<file path="src/hw/rtl/rvfm_pkg.sv">
// ============================================================================
// rvfm_pkg
// Shared types, register indexes and window tables for the rail voltage
// fault monitor.
// ============================================================================
`default_nettype none

package rvfm_pkg;

    // Geometry
    localparam int NUM_RAILS  = 3;
    localparam int DELAY_BITS = 16;
    localparam int CODE_BITS  = 7;
    localparam int MV_BITS    = 12;
    localparam int BULK_BITS  = 16;
    localparam int CFG_DLY_W  = 16;
    localparam int NIB_BITS   = 4;
    localparam int SET_BITS   = 12;   // setpoint, max 1500 + 5 * 127 = 2135
    localparam int PROD_BITS  = 26;   // 4095 * 10000 fits in 26 bits
    localparam int HIGH_BASE_RAIL = 2;

    // Configuration port
    localparam int CFG_IDX_W  = 3;
    localparam int CFG_DATA_W = CODE_BITS * NUM_RAILS;

    localparam logic [CFG_IDX_W-1:0] REG_RAIL_CODES    = 3'd0;
    localparam logic [CFG_IDX_W-1:0] REG_WINDOW_SELECT = 3'd1;
    localparam logic [CFG_IDX_W-1:0] REG_OUT_OV_DELAY  = 3'd2;
    localparam logic [CFG_IDX_W-1:0] REG_OUT_UV_DELAY  = 3'd3;
    localparam logic [CFG_IDX_W-1:0] REG_IN_GSI_DELAY  = 3'd4;
    localparam logic [CFG_IDX_W-1:0] REG_IN_DIS_DELAY  = 3'd5;
    localparam logic [CFG_IDX_W-1:0] REG_BULK_OVER     = 3'd6;
    localparam logic [CFG_IDX_W-1:0] REG_BULK_UNDER    = 3'd7;

    // Setpoint constants (mV)
    localparam logic [SET_BITS-1:0] BASE_LOW_MV  = 12'd800;
    localparam logic [SET_BITS-1:0] BASE_HIGH_MV = 12'd1500;
    localparam logic [2:0]          STEP_MV      = 3'd5;
    localparam logic [13:0]         SCALE_ONE    = 14'd10000;

    // Window select codes
    localparam logic [1:0] OV_SEL_075     = 2'd0;
    localparam logic [1:0] OV_SEL_100     = 2'd1;
    localparam logic [1:0] OV_SEL_125     = 2'd2;
    localparam logic [1:0] OV_SEL_OFF     = 2'd3;
    localparam logic [1:0] UV_SEL_100     = 2'd0;
    localparam logic [1:0] UV_SEL_125     = 2'd1;
    localparam logic [1:0] UV_SEL_OFF     = 2'd2;
    localparam logic [1:0] UV_SEL_OFF_ALT = 2'd3;

    // Payload words
    typedef struct packed {
        logic [MV_BITS-1:0]   rail_a_mv;
        logic [MV_BITS-1:0]   rail_b_mv;
        logic [MV_BITS-1:0]   rail_c_mv;
        logic [BULK_BITS-1:0] bulk_mv;
    } in_word_t;

    typedef struct packed {
        logic rail_over;
        logic rail_under;
        logic bulk_gsi;
        logic bulk_over;
        logic bulk_under;
    } out_word_t;

    // Status from one rail lane
    typedef struct packed {
        logic ov_fault;
        logic uv_fault;
    } lane_flags_t;

    // Status from the bulk monitor
    typedef struct packed {
        logic gsi;
        logic over;
        logic under;
    } bulk_flags_t;

    // OV window scale (x10000); zero means the window is off
    function automatic logic [13:0] ov_scale(input logic [1:0] sel);
        logic [13:0] s;
        case (sel)
            OV_SEL_075: s = 14'd10075;
            OV_SEL_100: s = 14'd10100;
            OV_SEL_125: s = 14'd10125;
            default:    s = 14'd0;
        endcase
        return s;
    endfunction

    // UV window scale (x10000); zero means the window is off
    function automatic logic [13:0] uv_scale(input logic [1:0] sel);
        logic [13:0] s;
        case (sel)
            UV_SEL_100: s = 14'd9900;
            UV_SEL_125: s = 14'd9875;
            default:    s = 14'd0;
        endcase
        return s;
    endfunction

    // Clamp a configured delay to what the persistence counter can hold
    function automatic logic [DELAY_BITS-1:0] sat_delay(input logic [CFG_DLY_W-1:0] d);
        logic [32:0] cap;
        cap = (33'd1 << DELAY_BITS) - 33'd1;
        if (33'(d) > cap) begin
            return cap[DELAY_BITS-1:0];
        end
        return DELAY_BITS'(d);
    endfunction

endpackage

`default_nettype wire

</file>
<file path="src/hw/rtl/rail_voltage_fault_monitor.sv">
// ============================================================================
// rail_voltage_fault_monitor
// Rail OV/UV window monitor with persistence qualification and bulk input
// GSI/OV/UV monitor. One result word per input word.
// ============================================================================
//
//  channel   ports                          payload
//  -------   ----------------------------   -----------------------------
//  input     s_valid / s_ready / s_data     in_word_t  (3 rails + bulk)
//  result    m_valid / m_ready / m_data     out_word_t (5 fault flags)
//  config    cfg_valid / cfg_ready          cfg_index, cfg_data
//
//  One word per clock while m_ready is high; result is valid the next cycle.
//  Rail lanes and bulk monitor work in parallel; the OR-merged lane flags
//  and the bulk flags go into the output register. s_ready is high whenever
//  the output register is empty or being drained, so a stalled m_ready stops
//  input only once the register holds an unclaimed word. Synchronous reset
//  clears qualifier state, output valid and config; bulk over limit to 1s.
//
`default_nettype none

module rail_voltage_fault_monitor
    import rvfm_pkg::*;
(
    input  wire logic                   aclk,
    input  wire logic                   aresetn,
    // input words
    input  wire logic                   s_valid,
    output logic                        s_ready,
    input  wire in_word_t               s_data,
    // result words
    output logic                        m_valid,
    input  wire logic                   m_ready,
    output out_word_t                   m_data,
    // configuration writes
    input  wire logic                   cfg_valid,
    output logic                        cfg_ready,
    input  wire logic [CFG_IDX_W-1:0]   cfg_index,
    input  wire logic [CFG_DATA_W-1:0]  cfg_data
);

    logic [CODE_BITS*NUM_RAILS-1:0] rail_codes_reg;
    logic [NIB_BITS*NUM_RAILS-1:0]  window_sel_reg;
    logic [CFG_DLY_W-1:0]           ov_delay_reg, uv_delay_reg;
    logic [CFG_DLY_W-1:0]           gsi_delay_reg, dis_delay_reg;
    logic [BULK_BITS-1:0]           bulk_over_reg, bulk_under_reg;

    logic                           step;
    logic [MV_BITS-1:0]             rail_mv [NUM_RAILS];
    lane_flags_t                    lane_flags [NUM_RAILS];
    bulk_flags_t                    bflags;
    logic                           any_ov, any_uv;

    logic                           m_valid_reg, m_valid_next;
    out_word_t                      m_data_reg, m_data_next;

    // Configuration register bank
    assign cfg_ready = 1'b1;

    always_ff @(posedge aclk) begin
        if (!aresetn) begin
            rail_codes_reg <= '0;
            window_sel_reg <= '0;
            ov_delay_reg   <= '0;
            uv_delay_reg   <= '0;
            gsi_delay_reg  <= '0;
            dis_delay_reg  <= '0;
            bulk_over_reg  <= '1;
            bulk_under_reg <= '0;
        end else if (cfg_valid) begin
            unique case (cfg_index)
                REG_RAIL_CODES:    rail_codes_reg <= cfg_data[CODE_BITS*NUM_RAILS-1:0];
                REG_WINDOW_SELECT: window_sel_reg <= cfg_data[NIB_BITS*NUM_RAILS-1:0];
                REG_OUT_OV_DELAY:  ov_delay_reg   <= cfg_data[CFG_DLY_W-1:0];
                REG_OUT_UV_DELAY:  uv_delay_reg   <= cfg_data[CFG_DLY_W-1:0];
                REG_IN_GSI_DELAY:  gsi_delay_reg  <= cfg_data[CFG_DLY_W-1:0];
                REG_IN_DIS_DELAY:  dis_delay_reg  <= cfg_data[CFG_DLY_W-1:0];
                REG_BULK_OVER:     bulk_over_reg  <= cfg_data[BULK_BITS-1:0];
                REG_BULK_UNDER:    bulk_under_reg <= cfg_data[BULK_BITS-1:0];
                default: ;
            endcase
        end
    end

    // Handshake: accept while the output register is free or draining
    assign s_ready = ~m_valid_reg | m_ready;
    assign step    = s_valid & s_ready;

    assign rail_mv[0] = s_data.rail_a_mv;
    assign rail_mv[1] = s_data.rail_b_mv;
    assign rail_mv[2] = s_data.rail_c_mv;

    // Rail lanes
    for (genvar r = 0; r < NUM_RAILS; r++) begin : g_lane
        rvfm_rail_lane u_lane (
            .aclk      (aclk),
            .aresetn   (aresetn),
            .step      (step),
            .mv        (rail_mv[r]),
            .code      (rail_codes_reg[CODE_BITS*r +: CODE_BITS]),
            .high_base ((r == HIGH_BASE_RAIL) ? 1'b1 : 1'b0),
            .nib       (window_sel_reg[NIB_BITS*r +: NIB_BITS]),
            .ov_delay  (ov_delay_reg),
            .uv_delay  (uv_delay_reg),
            .flags     (lane_flags[r])
        );
    end

    rvfm_bulk u_bulk (
        .aclk        (aclk),
        .aresetn     (aresetn),
        .step        (step),
        .bulk_mv     (s_data.bulk_mv),
        .over_limit  (bulk_over_reg),
        .under_limit (bulk_under_reg),
        .gsi_delay   (gsi_delay_reg),
        .dis_delay   (dis_delay_reg),
        .uv_delay    (uv_delay_reg),
        .flags       (bflags)
    );

    // Merge lane flags
    always_comb begin
        any_ov = 1'b0;
        any_uv = 1'b0;
        for (int r = 0; r < NUM_RAILS; r++) begin
            any_ov = any_ov | lane_flags[r].ov_fault;
            any_uv = any_uv | lane_flags[r].uv_fault;
        end
    end

    // Output register
    always_comb begin
        m_valid_next = m_valid_reg & ~m_ready;
        m_data_next  = m_data_reg;
        if (step) begin
            m_valid_next           = 1'b1;
            m_data_next.rail_over  = any_ov;
            m_data_next.rail_under = any_uv;
            m_data_next.bulk_gsi   = bflags.gsi;
            m_data_next.bulk_over  = bflags.over;
            m_data_next.bulk_under = bflags.under;
        end
    end

    always_ff @(posedge aclk) begin
        if (!aresetn) begin
            m_valid_reg <= 1'b0;
        end else begin
            m_valid_reg <= m_valid_next;
        end
    end

    always_ff @(posedge aclk) begin
        m_data_reg <= m_data_next;
    end

    assign m_valid = m_valid_reg;
    assign m_data  = m_data_reg;

endmodule

`default_nettype wire

</file>
<file path="src/hw/rtl/rvfm_persist.sv">
// ============================================================================
// rvfm_persist
// Persistence qualifier: counts words while a condition holds, saturates at
// the delay and then latches a trigger. Loss of the condition clears both.
// ============================================================================
`default_nettype none

module rvfm_persist
    import rvfm_pkg::*;
(
    input  wire logic                  aclk,
    input  wire logic                  aresetn,
    input  wire logic                  step,
    input  wire logic                  cond,
    input  wire logic [CFG_DLY_W-1:0]  delay,
    output logic                       trig_now
);

    logic [DELAY_BITS-1:0] count_reg, count_next;
    logic                  trig_reg, trig_next;
    logic [DELAY_BITS-1:0] limit;
    logic                  below;

    // Next counter and trigger for the word being accepted
    always_comb begin
        limit = sat_delay(delay);
        below = (count_reg < limit);
        if (cond) begin
            count_next = below ? count_reg + 1'b1 : count_reg;
            trig_next  = trig_reg | ~below;
        end else begin
            count_next = '0;
            trig_next  = 1'b0;
        end
    end

    assign trig_now = trig_next;

    always_ff @(posedge aclk) begin
        if (!aresetn) begin
            count_reg <= '0;
            trig_reg  <= 1'b0;
        end else if (step) begin
            count_reg <= count_next;
            trig_reg  <= trig_next;
        end
    end

endmodule

`default_nettype wire

</file>
<file path="src/hw/rtl/rvfm_rail_lane.sv">
// ============================================================================
// rvfm_rail_lane
// One rail: setpoint from its code, OV/UV window compares and the two
// persistence qualifiers.
// ============================================================================
`default_nettype none

module rvfm_rail_lane
    import rvfm_pkg::*;
(
    input  wire logic                  aclk,
    input  wire logic                  aresetn,
    input  wire logic                  step,
    input  wire logic [MV_BITS-1:0]    mv,
    input  wire logic [CODE_BITS-1:0]  code,
    input  wire logic                  high_base,
    input  wire logic [NIB_BITS-1:0]   nib,
    input  wire logic [CFG_DLY_W-1:0]  ov_delay,
    input  wire logic [CFG_DLY_W-1:0]  uv_delay,
    output lane_flags_t                flags
);

    logic [SET_BITS-1:0]  setpoint;
    logic [13:0]          os, us;
    logic [PROD_BITS-1:0] meas_x, ov_lim, uv_lim;
    logic                 ov, uv, tov, tuv;

    // Setpoint and exact window compares (scaled by 10000)
    always_comb begin
        setpoint = (high_base ? BASE_HIGH_MV : BASE_LOW_MV)
                 + SET_BITS'(code) * SET_BITS'(STEP_MV);
        os       = ov_scale(nib[3:2]);
        us       = uv_scale(nib[1:0]);
        meas_x   = PROD_BITS'(mv) * PROD_BITS'(SCALE_ONE);
        ov_lim   = PROD_BITS'(setpoint) * PROD_BITS'(os);
        uv_lim   = PROD_BITS'(setpoint) * PROD_BITS'(us);
        ov       = (os != '0) && (meas_x > ov_lim);
        uv       = (us != '0) && (meas_x < uv_lim);
    end

    rvfm_persist u_ov (
        .aclk     (aclk),
        .aresetn  (aresetn),
        .step     (step),
        .cond     (ov),
        .delay    (ov_delay),
        .trig_now (tov)
    );

    rvfm_persist u_uv (
        .aclk     (aclk),
        .aresetn  (aresetn),
        .step     (step),
        .cond     (uv),
        .delay    (uv_delay),
        .trig_now (tuv)
    );

    assign flags.ov_fault = ov & tov;
    assign flags.uv_fault = uv & tuv;

endmodule

`default_nettype wire

</file>
<file path="src/hw/rtl/rvfm_bulk.sv">
// ============================================================================
// rvfm_bulk
// Bulk input monitor: limit compares, qualifiers running on the previous
// word's compares, outputs gated by the current compares.
// ============================================================================
`default_nettype none

module rvfm_bulk
    import rvfm_pkg::*;
(
    input  wire logic                  aclk,
    input  wire logic                  aresetn,
    input  wire logic                  step,
    input  wire logic [BULK_BITS-1:0]  bulk_mv,
    input  wire logic [BULK_BITS-1:0]  over_limit,
    input  wire logic [BULK_BITS-1:0]  under_limit,
    input  wire logic [CFG_DLY_W-1:0]  gsi_delay,
    input  wire logic [CFG_DLY_W-1:0]  dis_delay,
    input  wire logic [CFG_DLY_W-1:0]  uv_delay,
    output bulk_flags_t                flags
);

    logic over_last_reg, under_last_reg;
    logic over_now, under_now;
    logic tgsi, tbov, tbuv;

    assign over_now  = bulk_mv > over_limit;
    assign under_now = bulk_mv < under_limit;

    // Compares of the last accepted word
    always_ff @(posedge aclk) begin
        if (!aresetn) begin
            over_last_reg  <= 1'b0;
            under_last_reg <= 1'b0;
        end else if (step) begin
            over_last_reg  <= over_now;
            under_last_reg <= under_now;
        end
    end

    rvfm_persist u_gsi (
        .aclk     (aclk),
        .aresetn  (aresetn),
        .step     (step),
        .cond     (over_last_reg),
        .delay    (gsi_delay),
        .trig_now (tgsi)
    );

    rvfm_persist u_bov (
        .aclk     (aclk),
        .aresetn  (aresetn),
        .step     (step),
        .cond     (over_last_reg),
        .delay    (dis_delay),
        .trig_now (tbov)
    );

    rvfm_persist u_buv (
        .aclk     (aclk),
        .aresetn  (aresetn),
        .step     (step),
        .cond     (under_last_reg),
        .delay    (uv_delay),
        .trig_now (tbuv)
    );

    assign flags.gsi   = tgsi & over_now;
    assign flags.over  = tbov & over_now;
    assign flags.under = tbuv & under_now;

endmodule

`default_nettype wire
</file>
<file path="config.mk">
export PLATFORM = sky130hd
export DESIGN_NAME = rail_voltage_fault_monitor
export DESIGN_NICKNAME = d
export VERILOG_FILES = /design/src/hw/rtl/rvfm_pkg.sv /design/src/hw/rtl/rail_voltage_fault_monitor.sv /design/src/hw/rtl/rvfm_persist.sv /design/src/hw/rtl/rvfm_rail_lane.sv /design/src/hw/rtl/rvfm_bulk.sv
export SDC_FILE = /design/constraint.sdc
export NUM_CORES = 2
export LEC_CHECK = 0
export ABC_AREA = 0
export CAP_MARGIN = 0
export CORE_UTILIZATION = 50
export DETAILED_ROUTE_END_ITERATION = 10
export DONT_BUFFER_PORTS = 1
export PLACE_DENSITY_LB_ADDON = 0.25
export SLEW_MARGIN = 20
export SYNTH_ARGS = -nofsm -noshare
export SYNTH_HDL_FRONTEND = slang
export SYNTH_SLANG_ARGS = --single-unit
</file>
<file path="constraint.sdc">
create_clock -name aclk -period 20.4 [get_ports aclk]
set_input_delay 4.08 -clock aclk [delete_from_list [all_inputs] [get_ports aclk]]
set_output_delay 4.08 -clock aclk [all_outputs]
set_load 0.02 [all_outputs]
</file>
==> results by stage <==
Clocking:
- In this run, CTS created clock tree buffers numbering 34.
- CTS placed an instance of clkbuf_16 at the clock tree root.
- The clock net in this run drives a total of 290 sinks.
- The number of levels in the clock H-tree is 2.
- The clock input transition at the sequential cells of the worst setup and hold paths is 60 ps.
- TritonCTS built the clock tree.
- The total of hold buffers inserted after clock tree synthesis is 0.
- The longest clock path from root to sink contains 3 buffers.
- The number of gates resized after CTS was 0.
- The insertion delay to the later sink of the worst-skew pair is 540 ps.
- Once the clock tree was built, the setup fixing pass inserted 0 buffers.

Global route:
- The first global-routing pass estimated 200 mm of wire.
- The number of global-route vias before repair is 39200.
- The number of antenna violations at the first check in global routing is 2.
- The overall routing resource usage is 23.7%.
- The total congestion overflow after global routing is 0.
- The pin count of the biggest net entering global routing is 75.

Hold path:
- The hold-critical path endpoint is gsi_delay_reg[1].
- The worst hold path passes through 2 cells.
- The critical hold path startpoint is gsi_delay_reg[1].
- The path class of the tightest hold or removal check is flip-flop to flip-flop.

Pwr:
- Sequential cells account for 9.5% of the total power.
- IR analysis of the VDD net gives a maximum drop of 175 µV.
- Of the total power, the share spent switching nets is 50.4%.
- Combinational logic is responsible for 80.4% of the overall power.
- The net switching power is 3210 µW.
- The internal power of the cells totals 3160 µW.
- The leakage power of the design is 0.0265 µW.
- In this run, the clock network consumes 10.1% of the power.
- In this run the power density over the cells is 121 nW/µm².

STA:
- After routing, the total negative slack on setup checks comes to 0 ps.
- At the pin with the least slew margin, the transition time is 1020 ps.
- The final worst setup slack is 9370 ps.
- The worst path in the final design needs a cycle of 11030 ps, including I/O delays and setup.
- The final count of pins violating max slew is 0.
- The fmax is 0.0906 GHz.
- In the finished design, the share of the clock period the worst path needs comes to 54.1%.
- The hold violation count in the final report was 0.
- Setup repair after global routing left no endpoint under its margin.
- For the final database, setup skew stands at 21.9 ps.
- Setup violations remaining at the end of the flow were counted as 0.
- The relative slew slack is 31.5%.

Place:
- Routability-driven placement finished with a final weighted congestion of 0.904.
- The count of buffers added on input and output ports is 0.
- At the placement stage, the worst setup path has a slack of 9090 ps.
- The detailed placement HPWL is 98.9 mm.

Final layout:
- The number of fillers in the final layout is 9232.
- The net total in the final layout is 7435.
- The area growth from synthesis to layout is 4.86%.
- The share of post-route cells with drive strength above 1 is 2.22%.

Critical path:
- The endpoint identified for the worst register-to-register timing path is g_lane[2].u_lane.u_ov.count_reg[15].
- Of all nets on the critical path, the largest fanout is 12.
- The type of the setup path with the least slack is flip-flop to flip-flop.
- The dominant cell type by count on the critical path is fa_1.
- The slowest stage of the critical path is the a221o_1 cell.
- The worst path arrival time is 11410 ps.
- For the worst setup path, the data required time is 20780 ps.
- The reg2reg setup slack is 9370 ps.
- The startpoint type of the worst setup path is a flip-flop.
- The worst reg-to-reg path cell count is 36.
- STA classifies the critical path endpoint as a flip-flop.
- The source of the worst register-to-register timing path is rail_codes_reg[15].
- The largest stage delay on the critical path is 610 ps.

Floorplan:
- Pin placement for this block handled 89 I/O pins.
- The floorplan step defined a die boundary enclosing 102000 µm².
- After floorplanning, the core was divided into 115 placement rows.
- The core outline area is 99000 µm².
- In this run the horizontal extent of the chip is 319 µm.
- In this run the vertical extent of the chip is 319 µm.
- Once the floorplan was initialized, standard cells occupied 50.8% of the core.

Synth:
- The fraction of synthesized cell area taken by the top area cell type is 25.4%.
- The share of the Yosys chip area taken by registers is 11.6%.
- Counting flops with a built-in enable in the synthesized netlist gives 5.
- The average cell area after synthesis is 8.57 µm².
- During synthesis, Yosys emitted a total of 0 warnings.
- The largest total area in the synthesized netlist belongs to ha_1.
- Yosys attributes the largest share of cell area to ha_1 25%, fa_1 22%, dfxtp_1 11%, inv_1 8.3%, a21oi_1 3.9%.
- Synthesis handed over a netlist of 5864 instances.
- The proportion of register bits with asynchronous set or reset after synthesis is 0%.
- The dominant cell by count in the synthesized netlist is inv_1.
- The number of distinct library cells after synthesis is 84.
- By count the netlist is led by 1113 x inv_1, 1022 x ha_1, 547 x fa_1, 490 x nand2_1, 388 x a21oi_1.
- The net count after synthesis is 7514.
- For this run, the leading register cell type out of synthesis is dfxtp_1.
- The flip-flop and latch count after synthesis is 290.
- The synthesized area is 50300 µm².

Detailed routing:
- The routed length on met2 is 57.0 mm.
- The routed design uses 4.80 mm of met3 wire.
- The remaining antenna violation count is 0.
- In the final routed layout, each cell accounts on average for 16.8 µm.
- Routed signal wires occupy layers up through met5.
- The routed layout has 39200 vias.
- The residual DRC count is 0.
- The number of DRC markers in iteration 0 is 2163.
- The sum of routed wire length over all layers is 119 mm.
- In the routed layout, each cell is associated on average with a via count of 5.53.
- The detailed router put a total of 55.1 mm of wire on met1.
- The number of iterations in the first detailed-routing pass is 5.

Job:
- The number of violations of the max-capacitance limit is 0.

Run status:
- The flow ran to the end, and the final reports show no timing, DRC or antenna violations.
## metal layers
| layer | vias to the layer above | track usage (%) |
|---|---|---|
| li1 | 19400 | - |
| met1 | 19000 | 32.4 |
| met2 | 712 | 41.1 |
| met3 | 125 | 2.08 |
| met4 | 2 | 4.11 |
| met5 | - | 0 |
## cells in the final DEF, fill, tap and decap left out, drive strengths merged, types with 8 or more instances in the layout
cell,netlist,layout
a2111oi,12,12
a211o,10,10
a211oi,28,28
a21o,143,143
a21oi,389,389
a31oi,43,43
a41oi,8,8
and2,97,97
and3,69,69
buf,18,19
clkbuf,116,49
dfxtp,285,285
fa,547,547
ha,1022,1022
inv,1113,1115
mux2i,14,14
nand2,490,490
nand2b,106,106
nand3,102,102
nand4,58,58
nor2,253,253
nor2b,80,80
nor3,66,66
nor4,13,13
o2111ai,24,24
o211ai,53,53
o21a,52,52
o21ai,192,192
o21bai,30,30
o22ai,9,9
o311ai,14,14
o31ai,44,44
o41ai,14,14
or2,29,29
or3,30,30
or4,27,27
xnor2,101,101
xor2,79,79
## area by class of cell
| class | instances | area, µm² | area share, % |
|---|---|---|---|
| Clock inverter | 9 | 130 | 0.247 |
| Antenna cell | 2 | 5.00 | 0.00950 |
| Tap cell | 1287 | 1610 | 3.06 |
| Clock buffer | 49 | 1040 | 1.97 |
| Sequential cell | 290 | 5860 | 11.1 |
| Timing Repair Buffer | 19 | 143 | 0.271 |
| Multi-Input combinational cell | 4327 | 39700 | 75.4 |
| Inverter | 1113 | 4180 | 7.93 |
## cell families (layout without fill, tap and decap cells)
| group | count (synthesis) | after routing | synth area share, % |
|---|---|---|---|
| fa+ha+maj | 1569 | 1569 | 47.2 |
| simple gates | 1443 | 1443 | 14.1 |
| buf+inv | 1247 | 1190 | 9.38 |
| compound gates | 1120 | 1120 | 14.3 |
| flops | 290 | 290 | 11.6 |
| xor+xnor | 180 | 180 | 3.14 |
| mux | 14 | 14 | 0.279 |
| other cells | 1 | 3 | 0.00746 |
## how the worst max path moves through the flow
stage                                   from                             endpoint  slack (ps)  cells after the start
after floorplan                   s_data[20]   g_lane[2].u_lane.u_ov.count_reg[2]       10350                     26
after global placement            s_data[32]  g_lane[1].u_lane.u_ov.count_reg[15]        9220                     28
after detailed placement          s_data[21]  g_lane[2].u_lane.u_ov.count_reg[14]        9090                     22
after CTS                 rail_codes_reg[14]  g_lane[2].u_lane.u_ov.count_reg[14]        9190                     37
after global routing      rail_codes_reg[14]  g_lane[2].u_lane.u_ov.count_reg[14]        8600                     39
final                     rail_codes_reg[15]  g_lane[2].u_lane.u_ov.count_reg[15]        9370                     36
## power by group through the flow
| stage | Sequential, µW | Clock [µW] | Combinational [µW] |
|---|---|---|---|
| final | 604 | 643 | 5120 |
| after global routing | 606 | 674 | 5910 |
| after CTS | 604 | 652 | 5130 |
| after detailed placement | 617 | 0 | 5070 |
| after global placement | 616 | 0 | 4970 |
| after floorplan | 610 | 0 | 3960 |
## through the flow
step	power (µW)	utilization (%)	hold WS, ps	cells	instance area, µm²
4_1_cts	6390	53.2	455	7094	52700
6_report	6370	53.2	454	7096	52700
3_5_place_dp	5690	52.0	447	7036	51500
3_3_place_gp	5590	52.0	440	7035	51500
2_1_floorplan	4560	-	432	5864	50300
5_1_grt	7190	53.2	467	7095	52700
## critical path: cells and delay by family (launching register included)
family | cells | cell delay (ps)
adders and majority gates | 9 | 3850
buffers and inverters | 4 | 370
xor gates and xnor gates | 2 | 790
AOI/OAI and AO/OA | 16 | 4440
DFF | 1 | 570
and+or+nand+nor | 5 | 840
No activity file was read; power rests on OpenSTA's default activity.
